<file path="src/hdl/sclx_pkg.sv">
// ----------------------------------------------------------------------------
// sclx_pkg
// Shared types, codes and character tables of the streaming source lexer.
// ----------------------------------------------------------------------------
package sclx_pkg;

    localparam int POS_BITS_DEF    = 16;
    localparam int OFFSET_BITS_DEF = 24;
    localparam int DEPTH_BITS_DEF  = 16;
    localparam int MAX_KEYWORD_CHARS = 8;
    localparam int FIFO_DEPTH      = 4;
    localparam int NUM_KEYWORDS    = 19;

    localparam logic [5:0] K_EOF    = 6'd0;
    localparam logic [5:0] K_IDENT  = 6'd1;
    localparam logic [5:0] K_KW0    = 6'd2;
    localparam logic [5:0] K_INT    = 6'd21;
    localparam logic [5:0] K_STRING = 6'd22;
    localparam logic [5:0] K_RAW    = 6'd23;
    localparam logic [5:0] K_PUNCT0 = 6'd24;
    localparam logic [5:0] K_SLASH  = 6'd38;

    localparam logic [1:0] E_NONE = 2'd0;
    localparam logic [1:0] E_RAW  = 2'd1;
    localparam logic [1:0] E_STR  = 2'd2;
    localparam logic [1:0] E_CHAR = 2'd3;

    localparam logic [7:0] CH_NL    = 8'h0A;
    localparam logic [7:0] CH_CR    = 8'h0D;
    localparam logic [7:0] CH_TAB   = 8'h09;
    localparam logic [7:0] CH_SP    = 8'h20;
    localparam logic [7:0] CH_SLASH = 8'h2F;
    localparam logic [7:0] CH_DQ    = 8'h22;
    localparam logic [7:0] CH_BSL   = 8'h5C;
    localparam logic [7:0] CH_LBR   = 8'h7B;
    localparam logic [7:0] CH_RBR   = 8'h7D;
    localparam logic [7:0] CH_US    = 8'h5F;

    // raw-block intro word, packed first byte high
    localparam logic [63:0] RAW_INTRO = 64'h0000_0000_0045_5041;

    typedef enum logic [8:0] {
        M_IDLE         = 9'b000000001,
        M_COMMENT      = 9'b000000010,
        M_WORD         = 9'b000000100,
        M_INT          = 9'b000001000,
        M_STRING       = 9'b000010000,
        M_WAIT         = 9'b000100000,
        M_WAIT_COMMENT = 9'b001000000,
        M_RAW          = 9'b010000000,
        M_DONE         = 9'b100000000
    } t_mode;

    typedef struct packed {
        logic [5:0]  kind;
        logic [15:0] line;
        logic [15:0] col;
        logic [23:0] off;
        logic [15:0] len;
        logic [1:0]  err;
        logic        last;
    } t_tok;

    localparam logic [63:0] KW_CODE [NUM_KEYWORDS] = '{
        64'h0000_7265_7475_726E, 64'h0000_7374_7275_6374, 64'h0000_0000_7479_7065,
        64'h0000_6B65_726E_656C, 64'h0000_776F_726B_6572, 64'h6675_6E63_7469_6F6E,
        64'h0000_0000_0000_6966, 64'h0000_0000_656C_7365, 64'h0000_0077_6869_6C65,
        64'h0000_0000_0066_6F72, 64'h0000_7377_6974_6368, 64'h0000_0000_6361_7365,
        64'h0064_6566_6175_6C74, 64'h0000_0062_7265_616B, 64'h636F_6E74_696E_7565,
        64'h0064_6563_6C61_7265, 64'h0000_0000_6E65_7874, 64'h0000_0000_0072_6567,
        64'h0000_006C_6F63_616C
    };
    localparam logic [3:0] KW_LEN [NUM_KEYWORDS] = '{
        4'd6, 4'd6, 4'd4, 4'd6, 4'd6, 4'd8, 4'd2, 4'd4, 4'd5, 4'd3,
        4'd6, 4'd4, 4'd7, 4'd5, 4'd8, 4'd7, 4'd4, 4'd3, 4'd5
    };

    function automatic logic [5:0] word_kind(logic [63:0] wb, logic [15:0] len);
        logic [5:0] k;
        k = K_IDENT;
        if (len <= 16'(MAX_KEYWORD_CHARS)) begin
            for (int i = 0; i < NUM_KEYWORDS; i++) begin
                if (len == 16'(KW_LEN[i]) && wb == KW_CODE[i]) begin
                    k = K_KW0 + 6'(i);
                end
            end
        end
        return k;
    endfunction

    function automatic logic is_alpha(logic [7:0] c);
        logic [7:0] lc;
        lc = c | 8'h20;
        return (lc >= 8'h61) && (lc <= 8'h7A);
    endfunction

    function automatic logic is_digit(logic [7:0] c);
        return (c >= 8'h30) && (c <= 8'h39);
    endfunction

    function automatic logic is_space(logic [7:0] c);
        return (c == CH_SP) || (c == CH_TAB) || (c == CH_CR) || (c == CH_NL);
    endfunction

    // {hit, index}
    function automatic logic [4:0] punct_idx(logic [7:0] c);
        logic [4:0] r;
        case (c)
            8'h28: r = {1'b1, 4'd0};
            8'h29: r = {1'b1, 4'd1};
            8'h7B: r = {1'b1, 4'd2};
            8'h7D: r = {1'b1, 4'd3};
            8'h5B: r = {1'b1, 4'd4};
            8'h5D: r = {1'b1, 4'd5};
            8'h2C: r = {1'b1, 4'd6};
            8'h3B: r = {1'b1, 4'd7};
            8'h3A: r = {1'b1, 4'd8};
            8'h2E: r = {1'b1, 4'd9};
            8'h3D: r = {1'b1, 4'd10};
            8'h2B: r = {1'b1, 4'd11};
            8'h2D: r = {1'b1, 4'd12};
            8'h2A: r = {1'b1, 4'd13};
            8'h2F: r = {1'b1, 4'd14};
            8'h40: r = {1'b1, 4'd15};
            default: r = 5'd0;
        endcase
        return r;
    endfunction

endpackage

</file>
<file path="src/hdl/sclx_out_fifo.sv">
// ----------------------------------------------------------------------------
// sclx_out_fifo
// Four-entry token queue: takes up to two tokens a cycle, gives one.
// ----------------------------------------------------------------------------
module sclx_out_fifo (
    input  logic          i_clk,
    input  logic          i_rst_n,
    input  logic [1:0]    i_push_n,
    input  sclx_pkg::t_tok i_tok0,
    input  sclx_pkg::t_tok i_tok1,
    output logic          o_room,
    output logic          o_valid,
    output sclx_pkg::t_tok o_tok,
    input  logic          i_ready
);
    import sclx_pkg::*;

    t_tok       r_mem [FIFO_DEPTH];
    logic [1:0] r_wp, r_rp;
    logic [2:0] r_cnt, n_cnt;
    logic       pop;

    assign pop     = (r_cnt != 3'd0) && i_ready;
    assign o_valid = (r_cnt != 3'd0);
    assign o_tok   = r_mem[r_rp];
    assign o_room  = (r_cnt <= 3'd2);
    assign n_cnt   = r_cnt + {1'b0, i_push_n} - {2'b00, pop};

    always_ff @(posedge i_clk) begin
        if (!i_rst_n) begin
            r_wp  <= '0;
            r_rp  <= '0;
            r_cnt <= '0;
        end else begin
            r_wp  <= r_wp + i_push_n;
            r_rp  <= r_rp + {1'b0, pop};
            r_cnt <= n_cnt;
        end
    end

    always_ff @(posedge i_clk) begin
        if (i_push_n != 2'd0) begin
            r_mem[r_wp] <= i_tok0;
        end
        if (i_push_n == 2'd2) begin
            r_mem[r_wp + 2'd1] <= i_tok1;
        end
    end

endmodule

</file>
<file path="src/hdl/source_code_lexer_step.sv">
// ----------------------------------------------------------------------------
// source_code_lexer_step
// Streaming lexer: one source byte per transfer in, tokens out.
// ----------------------------------------------------------------------------
// Usage:
//  s_axis carries one byte per transfer (tuser[0] = 1 marks end of source).
//  m_axis carries tokens; tlast marks the final token caused by one input.
//  Each input byte is lexed in the cycle it is accepted and gives zero, one
//  or two tokens, written into a four-entry output queue. A token is shown
//  on m_axis from the registered queue, once the tokens ahead of it leave.
//  Throughput: one byte per cycle; s_axis_tready drops while the queue has
//  fewer than two free entries, so the queue drain of one token per cycle
//  sets the rate when bytes make tokens faster than that.
//  When m_axis is stalled the queue fills and s_axis_tready falls; nothing
//  is lost. After an error or the end item every later byte is taken and
//  dropped until reset.
//  Reset (synchronous, i_rst_n low) empties the queue and returns to line 1,
//  column 1, offset 0.
// ----------------------------------------------------------------------------
module source_code_lexer_step #(
    parameter int POS_BITS    = sclx_pkg::POS_BITS_DEF,
    parameter int OFFSET_BITS = sclx_pkg::OFFSET_BITS_DEF,
    parameter int DEPTH_BITS  = sclx_pkg::DEPTH_BITS_DEF
) (
    input  logic        i_clk,
    input  logic        i_rst_n,
    input  logic        s_axis_tvalid,
    output logic        s_axis_tready,
    input  logic [7:0]  s_axis_tdata,   // ch[7:0]
    input  logic        s_axis_tuser,   // op[0]
    output logic        m_axis_tvalid,
    input  logic        m_axis_tready,
    output logic [71:0] m_axis_tdata,   // start_line, start_column, start_offset, text_length
    output logic [7:0]  m_axis_tuser,   // kind[5:0], error_code[7:6]
    output logic        m_axis_tlast
);
    import sclx_pkg::*;

    localparam logic [POS_BITS-1:0]    POS_MAX = {POS_BITS{1'b1}};
    localparam logic [OFFSET_BITS-1:0] OFF_MAX = {OFFSET_BITS{1'b1}};
    localparam logic [DEPTH_BITS-1:0]  DEP_MAX = {DEPTH_BITS{1'b1}};

    typedef struct packed {
        t_mode                  mode;
        logic [POS_BITS-1:0]    cur_line;
        logic [POS_BITS-1:0]    cur_col;
        logic [OFFSET_BITS-1:0] cur_off;
        logic [POS_BITS-1:0]    tok_line;
        logic [POS_BITS-1:0]    tok_col;
        logic [OFFSET_BITS-1:0] tok_off;
        logic [15:0]            tok_len;
        logic [63:0]            wb;
        logic [DEPTH_BITS-1:0]  depth;
        logic                   esc;
        logic                   slp;
        logic [POS_BITS-1:0]    sl_line;
        logic [POS_BITS-1:0]    sl_col;
        logic [OFFSET_BITS-1:0] sl_off;
    } t_st;

    localparam t_st ST_RESET = '{mode: M_IDLE, cur_line: POS_BITS'(1),
                                 cur_col: POS_BITS'(1), default: '0};

    typedef struct packed {
        t_st        s;
        t_tok       r0;
        t_tok       r1;
        logic [1:0] n;
    } t_ctx;

    function automatic logic [POS_BITS-1:0] inc_pos(logic [POS_BITS-1:0] v);
        return (v == POS_MAX) ? v : v + 1'b1;
    endfunction

    function automatic logic [OFFSET_BITS-1:0] inc_off(logic [OFFSET_BITS-1:0] v);
        return (v == OFF_MAX) ? v : v + 1'b1;
    endfunction

    function automatic logic [15:0] inc_len(logic [15:0] v);
        return (v == 16'hFFFF) ? v : v + 16'd1;
    endfunction

    function automatic t_ctx emit(t_ctx x, logic [5:0] k, logic [POS_BITS-1:0] ln,
                                  logic [POS_BITS-1:0] cl, logic [OFFSET_BITS-1:0] of,
                                  logic [15:0] len, logic [1:0] er);
        t_ctx y;
        t_tok tk;
        y = x;
        tk.kind = k;
        tk.line = 16'(ln);
        tk.col  = 16'(cl);
        tk.off  = 24'(of);
        tk.len  = len;
        tk.err  = er;
        tk.last = 1'b0;
        // a third token overwrites the second
        if (y.n == 2'd0) begin
            y.r0 = tk;
            y.n  = 2'd1;
        end else begin
            y.r1 = tk;
            y.n  = 2'd2;
        end
        return y;
    endfunction

    function automatic t_ctx adv(t_ctx x, logic [7:0] c);
        t_ctx y;
        y = x;
        if (c == CH_NL) begin
            y.s.cur_line = inc_pos(y.s.cur_line);
            y.s.cur_col  = POS_BITS'(1);
        end else begin
            y.s.cur_col = inc_pos(y.s.cur_col);
        end
        y.s.cur_off = inc_off(y.s.cur_off);
        return y;
    endfunction

    function automatic t_ctx mark(t_ctx x);
        t_ctx y;
        y = x;
        y.s.tok_line = y.s.cur_line;
        y.s.tok_col  = y.s.cur_col;
        y.s.tok_off  = y.s.cur_off;
        y.s.tok_len  = 16'd1;
        return y;
    endfunction

    function automatic t_ctx emit_word(t_ctx x);
        return emit(x, word_kind(x.s.wb, x.s.tok_len), x.s.tok_line, x.s.tok_col,
                    x.s.tok_off, x.s.tok_len, E_NONE);
    endfunction

    function automatic t_ctx emit_slash(t_ctx x);
        return emit(x, K_SLASH, x.s.sl_line, x.s.sl_col, x.s.sl_off, 16'd1, E_NONE);
    endfunction

    function automatic t_ctx set_slash(t_ctx x);
        t_ctx y;
        y = x;
        y.s.slp     = 1'b1;
        y.s.sl_line = y.s.cur_line;
        y.s.sl_col  = y.s.cur_col;
        y.s.sl_off  = y.s.cur_off;
        return y;
    endfunction

    function automatic t_ctx idle_char(t_ctx x, logic [7:0] c);
        t_ctx       y;
        logic [4:0] p;
        logic       done;
        y    = x;
        p    = punct_idx(c);
        done = 1'b0;
        y.s.mode = M_IDLE;
        if (y.s.slp) begin
            y.s.slp = 1'b0;
            if (c == CH_SLASH) begin
                y.s.mode = M_COMMENT;
                y = adv(y, c);
                done = 1'b1;
            end else begin
                y = emit_slash(y);
            end
        end
        if (!done) begin
            if (is_space(c)) begin
                y = adv(y, c);
            end else if (c == CH_SLASH) begin
                y = set_slash(y);
                y = adv(y, c);
            end else if (is_alpha(c) || c == CH_US) begin
                y = mark(y);
                y.s.wb   = {56'd0, c};
                y.s.mode = M_WORD;
                y = adv(y, c);
            end else if (is_digit(c)) begin
                y = mark(y);
                y.s.mode = M_INT;
                y = adv(y, c);
            end else if (c == CH_DQ) begin
                y = mark(y);
                y.s.esc  = 1'b0;
                y.s.mode = M_STRING;
                y = adv(y, c);
            end else if (p[4]) begin
                y = emit(y, K_PUNCT0 + {2'b00, p[3:0]}, y.s.cur_line, y.s.cur_col,
                         y.s.cur_off, 16'd1, E_NONE);
                y = adv(y, c);
            end else begin
                y = emit(y, K_EOF, y.s.cur_line, y.s.cur_col, y.s.cur_off, 16'd0, E_CHAR);
                y.s.mode = M_DONE;
            end
        end
        return y;
    endfunction

    function automatic t_ctx wait_char(t_ctx x, logic [7:0] c);
        t_ctx y;
        y = x;
        y.s.mode = M_WAIT;
        if (y.s.slp) begin
            if (c == CH_SLASH) begin
                y.s.slp  = 1'b0;
                y.s.mode = M_WAIT_COMMENT;
                y = adv(y, c);
            end else begin
                y = emit_word(y);
                y = idle_char(y, c);
            end
        end else if (is_space(c)) begin
            y = adv(y, c);
        end else if (c == CH_SLASH) begin
            y = set_slash(y);
            y = adv(y, c);
        end else if (c == CH_LBR) begin
            y.s.tok_line = y.s.cur_line;
            y.s.tok_col  = y.s.cur_col;
            y.s.tok_off  = inc_off(y.s.cur_off);
            y.s.tok_len  = 16'd0;
            y.s.depth    = DEPTH_BITS'(1);
            y.s.mode     = M_RAW;
            y = adv(y, c);
        end else begin
            y = emit_word(y);
            y = idle_char(y, c);
        end
        return y;
    endfunction

    function automatic t_ctx finish(t_ctx x);
        t_ctx y;
        y = x;
        case (y.s.mode)
            M_IDLE: begin
                if (y.s.slp) y = emit_slash(y);
                y = emit(y, K_EOF, y.s.cur_line, y.s.cur_col, y.s.cur_off, 16'd0, E_NONE);
            end
            M_WORD, M_WAIT, M_WAIT_COMMENT: begin
                y = emit_word(y);
                if (y.s.slp) y = emit_slash(y);
                y = emit(y, K_EOF, y.s.cur_line, y.s.cur_col, y.s.cur_off, 16'd0, E_NONE);
            end
            M_INT: begin
                y = emit(y, K_INT, y.s.tok_line, y.s.tok_col, y.s.tok_off, y.s.tok_len,
                         E_NONE);
                y = emit(y, K_EOF, y.s.cur_line, y.s.cur_col, y.s.cur_off, 16'd0, E_NONE);
            end
            M_STRING: begin
                y = emit(y, K_EOF, y.s.tok_line, y.s.tok_col, y.s.tok_off, 16'd0, E_STR);
            end
            M_RAW: begin
                y = emit(y, K_EOF, y.s.tok_line, y.s.tok_col, y.s.tok_off, 16'd0, E_RAW);
            end
            default: begin
                y = emit(y, K_EOF, y.s.cur_line, y.s.cur_col, y.s.cur_off, 16'd0, E_NONE);
            end
        endcase
        y.s.slp  = 1'b0;
        y.s.mode = M_DONE;
        return y;
    endfunction

    t_st        r_st, n_st;
    t_ctx       ctx;
    logic       in_acc;
    logic [7:0] c;
    logic       room;
    t_tok       head;

    assign in_acc        = s_axis_tvalid && s_axis_tready;
    assign s_axis_tready = room;
    assign c             = s_axis_tdata;

    always_comb begin
        ctx    = '0;
        ctx.s  = r_st;
        if (in_acc && r_st.mode != M_DONE) begin
            if (s_axis_tuser) begin
                ctx = finish(ctx);
            end else begin
                case (r_st.mode)
                    M_COMMENT: begin
                        if (c == CH_NL) ctx = idle_char(ctx, c);
                        else ctx = adv(ctx, c);
                    end
                    M_WORD: begin
                        if (is_alpha(c) || is_digit(c) || c == CH_US) begin
                            if (ctx.s.tok_len < 16'(MAX_KEYWORD_CHARS)) begin
                                ctx.s.wb = {ctx.s.wb[55:0], c};
                            end
                            ctx.s.tok_len = inc_len(ctx.s.tok_len);
                            ctx = adv(ctx, c);
                        end else if (ctx.s.tok_len == 16'd3 && ctx.s.wb == RAW_INTRO) begin
                            ctx = wait_char(ctx, c);
                        end else begin
                            ctx = emit_word(ctx);
                            ctx = idle_char(ctx, c);
                        end
                    end
                    M_INT: begin
                        if (is_digit(c)) begin
                            ctx.s.tok_len = inc_len(ctx.s.tok_len);
                            ctx = adv(ctx, c);
                        end else begin
                            ctx = emit(ctx, K_INT, ctx.s.tok_line, ctx.s.tok_col,
                                       ctx.s.tok_off, ctx.s.tok_len, E_NONE);
                            ctx = idle_char(ctx, c);
                        end
                    end
                    M_STRING: begin
                        if (ctx.s.esc) begin
                            // escaped byte moves the column even for a newline
                            ctx.s.esc     = 1'b0;
                            ctx.s.cur_col = inc_pos(ctx.s.cur_col);
                            ctx.s.cur_off = inc_off(ctx.s.cur_off);
                            ctx.s.tok_len = inc_len(ctx.s.tok_len);
                        end else if (c == CH_NL) begin
                            ctx = emit(ctx, K_EOF, ctx.s.tok_line, ctx.s.tok_col,
                                       ctx.s.tok_off, 16'd0, E_STR);
                            ctx.s.mode = M_DONE;
                        end else begin
                            if (c == CH_BSL) ctx.s.esc = 1'b1;
                            ctx.s.tok_len = inc_len(ctx.s.tok_len);
                            ctx = adv(ctx, c);
                            if (c == CH_DQ) begin
                                ctx = emit(ctx, K_STRING, ctx.s.tok_line, ctx.s.tok_col,
                                           ctx.s.tok_off, ctx.s.tok_len, E_NONE);
                                ctx.s.mode = M_IDLE;
                            end
                        end
                    end
                    M_WAIT: begin
                        ctx = wait_char(ctx, c);
                    end
                    M_WAIT_COMMENT: begin
                        if (c == CH_NL) ctx.s.mode = M_WAIT;
                        ctx = adv(ctx, c);
                    end
                    M_RAW: begin
                        if (c == CH_RBR && ctx.s.depth <= DEPTH_BITS'(1)) begin
                            ctx = emit(ctx, K_RAW, ctx.s.tok_line, ctx.s.tok_col,
                                       ctx.s.tok_off, ctx.s.tok_len, E_NONE);
                            ctx.s.mode = M_IDLE;
                        end else begin
                            if (c == CH_LBR) begin
                                ctx.s.depth = (ctx.s.depth == DEP_MAX) ? ctx.s.depth
                                                                      : ctx.s.depth + 1'b1;
                            end else if (c == CH_RBR) begin
                                ctx.s.depth = ctx.s.depth - 1'b1;
                            end
                            ctx.s.tok_len = inc_len(ctx.s.tok_len);
                        end
                        ctx = adv(ctx, c);
                    end
                    default: begin
                        ctx = idle_char(ctx, c);
                    end
                endcase
            end
        end
        ctx.r0.last = (ctx.n == 2'd1);
        ctx.r1.last = 1'b1;
        n_st = ctx.s;
    end

    always_ff @(posedge i_clk) begin
        if (!i_rst_n) begin
            r_st <= ST_RESET;
        end else begin
            r_st <= n_st;
        end
    end

    sclx_out_fifo u_fifo (
        .i_clk    (i_clk),
        .i_rst_n  (i_rst_n),
        .i_push_n (ctx.n),
        .i_tok0   (ctx.r0),
        .i_tok1   (ctx.r1),
        .o_room   (room),
        .o_valid  (m_axis_tvalid),
        .o_tok    (head),
        .i_ready  (m_axis_tready)
    );

    assign m_axis_tdata = {head.len, head.off, head.col, head.line};
    assign m_axis_tuser = {head.err, head.kind};
    assign m_axis_tlast = head.last;

    a_done_silent: assert property (@(posedge i_clk) disable iff (!i_rst_n)
        (r_st.mode == M_DONE) |-> (ctx.n == 2'd0))
        else $error("token produced after end or error");

    a_no_push_unaccepted: assert property (@(posedge i_clk) disable iff (!i_rst_n)
        !in_acc |-> (ctx.n == 2'd0))
        else $error("token produced without an accepted byte");

    a_done_holds: assert property (@(posedge i_clk) disable iff (!i_rst_n)
        (r_st.mode == M_DONE) |=> (r_st.mode == M_DONE))
        else $error("left finished state without reset");

    a_room_when_ready: assert property (@(posedge i_clk) disable iff (!i_rst_n)
        (s_axis_tready && ctx.n == 2'd2) |=> m_axis_tvalid)
        else $error("pushed tokens not visible");

endmodule
</file>
<file path="config.mk">
export PLATFORM = sky130hd
export DESIGN_NAME = source_code_lexer_step
export DESIGN_NICKNAME = d
export VERILOG_FILES = /design/src/hdl/sclx_pkg.sv /design/src/hdl/sclx_out_fifo.sv /design/src/hdl/source_code_lexer_step.sv
export SDC_FILE = /design/constraint.sdc
export NUM_CORES = 2
export LEC_CHECK = 0
export ABC_CLOCK_PERIOD_IN_PS = 17550
export BUFFER_PORTS_ARGS = -buffer_cell sky130_fd_sc_hd__buf_4
export CORE_AREA = 2 2 418 420
export DETAILED_ROUTE_END_ITERATION = 16
export DIE_AREA = 0 0 420 422
export HOLD_SLACK_MARGIN = 0.08
export PLACE_DENSITY = 0.42
export SLEW_MARGIN = 40
export SYNTH_ARGS = -nofsm -noshare
export SYNTH_HDL_FRONTEND = slang
export SYNTH_SLANG_ARGS = --single-unit
export TNS_END_PERCENT = 50
</file>
<file path="constraint.sdc">
create_clock -name i_clk -period 17.55 [get_ports i_clk]
set_input_delay 5.265 -clock i_clk [delete_from_list [all_inputs] [get_ports i_clk]]
set_output_delay 5.265 -clock i_clk [all_outputs]
set_load 0.05 [all_outputs]
</file>
==> impl_metrics.csv <==
group,metric,value,unit
detailed_routing,routedWlPerCell,34.74,um
placement,hpwl,201.9,mm
floorplanning,dieHeight,422,um
sta,final.setup_skew,49.09,ps
setup_path,cp_slowest_cell,"and3b_1",
setup_path,crit_buf_inv,6,
detailed_routing,drtIter0Drc,8818,
logic_synthesis,syn_area_per_cell,7.585,um2
power_and_ir_drop,vdd_drop_max,0.00006233,V
logic_synthesis,synth_cell_types,112,
floorplanning,std_cell_rows,153,
logic_synthesis,synth_area_leaders,"edfxtp_1, dfxtp_1, a21oi_1, nand2_1, o21ai_0",
detailed_routing,ant_nets,0,
logic_synthesis,synth_top_area_cell,"edfxtp_1",
sta,period_minus_slack,10860,ps
setup_path,path_cells,"buf_4, nor3_1, and2_1, o21ai_2, buf_4, nor2_4, buf_4, a31oi_1, a21oi_1, a311o_2, inv_2, nor3_2, and3b_1, nor2_2, inv_2, buf_4",
logic_synthesis,ys.flop_type,"dfxtp_1",
setup_path,max_stage_delay,770,ps
grt,grt_pass1_vias,51420,
final_layout,syn2layout_area_growth,14.09,%
clock_tree,clk_path_buf_depth,3,
logic_synthesis,ys_ff_latch,606,
clock_tree,cts_sinks,606,
sta,rsz0062_at_grt,"false",
clock_tree,clkLatencyLatePin,730,ps
clock_tree,post_cts_buffers,0,
clock_tree,cts_tree,"done",
setup_path,reg2regPathDepth,12,
sta,slew_viol_final,0,
sta,layout_worst_path_cycle_share,61.86,%
min_path,hold_path.class,"flop to flop",
setup_path,critical_path_arrival,11190,ps
clock_tree,clk_pin_slew_worst_paths,60,ps
final_layout,mostFrequentLayoutCell,"nand2_1",
setup_path,cp-end-kind,"flop",
floorplanning,io_pins,96,
setup_path,crit_cells,16,
setup_path,cpMostUsedCell,"buf_4",
placement,port-buffer-count,95,
logic_synthesis,ys_warn_count,0,
final_layout,multi_input_area,31250,um2
clock_tree,cts.repair.resized,0,
final_layout,final_net_count,6202,
setup_path,r2r_setup_slack,10370,ps
sta,relSlewSlack,34.25,%
logic_synthesis,synth_area,48130,um2
power_and_ir_drop,power.density,91.38,nW/um2
setup_path,start_kind,"input pin",
run,cap_violations,0,
logic_synthesis,ys_async_sr_fraction,0,%
logic_synthesis,syn-num-nets,6380,
logic_synthesis,netlist_instances,6346,
setup_path,worstSetupPathType,"input pin to flop",
detailed_routing,finalWirelength,297.3,mm
final_layout,most-common-layout-cells,"nand2_1, a21oi_1, o21ai_0",
detailed_routing,drc,0,
clock_tree,hold_buffers,0,
floorplanning,die_w,420,um
grt,grt_pass1_wl,413.7,mm
final_layout,nFillCells,18490,
sta,max_freq,92.11,MHz
clock_tree,clk_root_buffer_cell,"clkbuf_16",
sta,hold_viol,0,
clock_tree,cts_buffers,79,
power_and_ir_drop,p_leak,16.72,nW
setup_path,critical-path-top-delay-family,"simple AND/OR/NAND/NOR gates",
setup_path,cp.required,17890,ps
detailed_routing,num_vias,56380,
grt,track_usage,32.16,%
logic_synthesis,yosysSeqAreaShare,30.61,%
final_layout,drive_gt1_share,13.66,%
placement,gp_congestion,1.016,
floorplanning,coreArea,172900,um2
grt,antenna_found_initial,15,
setup_path,worstPathMaxFanout,47,
sta,tightest_slew,982.9,ps
logic_synthesis,yosys.area.top_type_share,16.22,%
detailed_routing,dr.pass1.iters,9,
final_layout,fin_util,31.77,%
final_layout,seqCellArea,14750,um2
logic_synthesis,synth_edf_count,260,
floorplanning,die_area,177200,um2
grt,grt_overflow,0,
detailed_routing,viasPerCell,6.588,
floorplanning,initial_core_util,27.84,%
sta,tns,0,ps
status,status,"finished, final reports clean",
min_path,hold_depth,2,
grt,grt_max_degree,71,
sta,setup_viol,0,
clock_tree,htree_levels,3,
==> worst paths after layout <==
check | endpoint | from
worst max-delay path | u_fifo.r_mem[2][72]$_DFFE_PP_ | s_axis_tdata[2]
worst min-delay path | u_fifo.r_mem[3][17]$_SDFFE_PP0P_ | u_fifo.r_mem[3][17]$_SDFFE_PP0P_
worst max register to register | u_fifo.r_mem[2][72]$_DFFE_PP_ | r_st[267]$_SDFFE_PN0P_
worst min register to register | u_fifo.r_mem[3][17]$_SDFFE_PP0P_ | u_fifo.r_mem[3][17]$_SDFFE_PP0P_
==> per-layer routing <==
metal	up-vias	global-route usage [%]	wire length (um)
met5	-	0	82
met4	12	18.99	20280
met3	873	7.689	31960
met2	3889	45.20	121100
met1	27680	44.23	123900
li1	23930	-	-
==> Yosys cell counts, drive strengths merged, types with 16 or more instances <==
library cell / n
a22o: 107
and4: 26
a31oi: 99
a21oi: 757
nor2: 564
a221oi: 68
inv: 55
nor3b: 16
mux4: 81
edfxtp: 260
a32oi: 16
o221ai: 70
nand2b: 32
or2: 22
a21o: 29
o21a: 21
o21ai: 572
clkbuf: 532
mux2i: 32
a221o: 17
xnor2: 96
dfxtp: 346
nand4: 89
and2: 42
o211ai: 61
xor2: 31
o31ai: 42
nor3: 157
a211oi: 85
nand2: 764
o2bb2ai: 33
and3: 52
buf: 127
o22ai: 255
a2bb2oi: 19
a22oi: 142
ha: 20
nor4: 90
or4: 27
or3: 47
nand4b: 23
nand3: 142
==> cells by family after synthesis <==
| kind of cell | after synthesis | synth area share (%) |
|---|---|---|
| xor+xnor | 127 | 2.311 |
| simple gates | 2163 | 21.66 |
| buf+inv | 718 | 5.867 |
| mux | 125 | 4.744 |
| compound gates | 2586 | 34.25 |
| fa+ha+maj | 21 | 0.5615 |
| flops | 606 | 30.61 |
==> worst min-delay path: cells and delay by family (launching register included) <==
| family | cells | cell delay, ps |
|---|---|---|
| AO/OA/AOI/OAI | 1 | 50 |
| flip-flops | 1 | 310 |
| AND/OR/NAND/NOR | 1 | 50 |
==> per-stage QoR <==
stage,setup WS (ps),cell area [um2],cells,power (W),hold slack (ps)
4_1_cts,6823,54770,8548,0.005007,457.5
2_1_floorplan,7219,48130,6346,0.002647,427.1
5_1_grt,6519,54910,8555,0.005159,476.3
3_5_place_dp,6072,52080,8405,0.003272,442.8
6_report,6694,54910,8558,0.005018,459.7
3_3_place_gp,6039,51690,8394,0.003258,439.8
==> final cells by class <==
cell class	count	share of cell area, %
Sequential cell	606	26.86
Clock inverter	27	0.5947
Antenna cell	3	0.01367
Timing Repair Buffer	400	5.596
Multi-Input combinational cell	5022	56.91
Inverter	59	0.4170
Clock buffer	116	4.316
Tap cell	2325	5.298
==> state kept, by name, indices dropped and copies added, names as in the netlist <==
signal and count:
r_st 275, u_fifo.r_cnt 3, u_fifo.r_mem 324, u_fifo.r_rp 2, u_fifo.r_wp 2
==> report_power, final <==
group | total (W) | switching (W) | leakage (nW) | internal [W]
Combinational | 0.00162 | 0.00115 | 10.4 | 0.000467
Clock | 0.00173 | 0.000744 | 1.32 | 0.000991
Sequential | 0.00167 | 0.0000942 | 5.02 | 0.00157
Note: power is estimated with default switching activity, not from simulation.
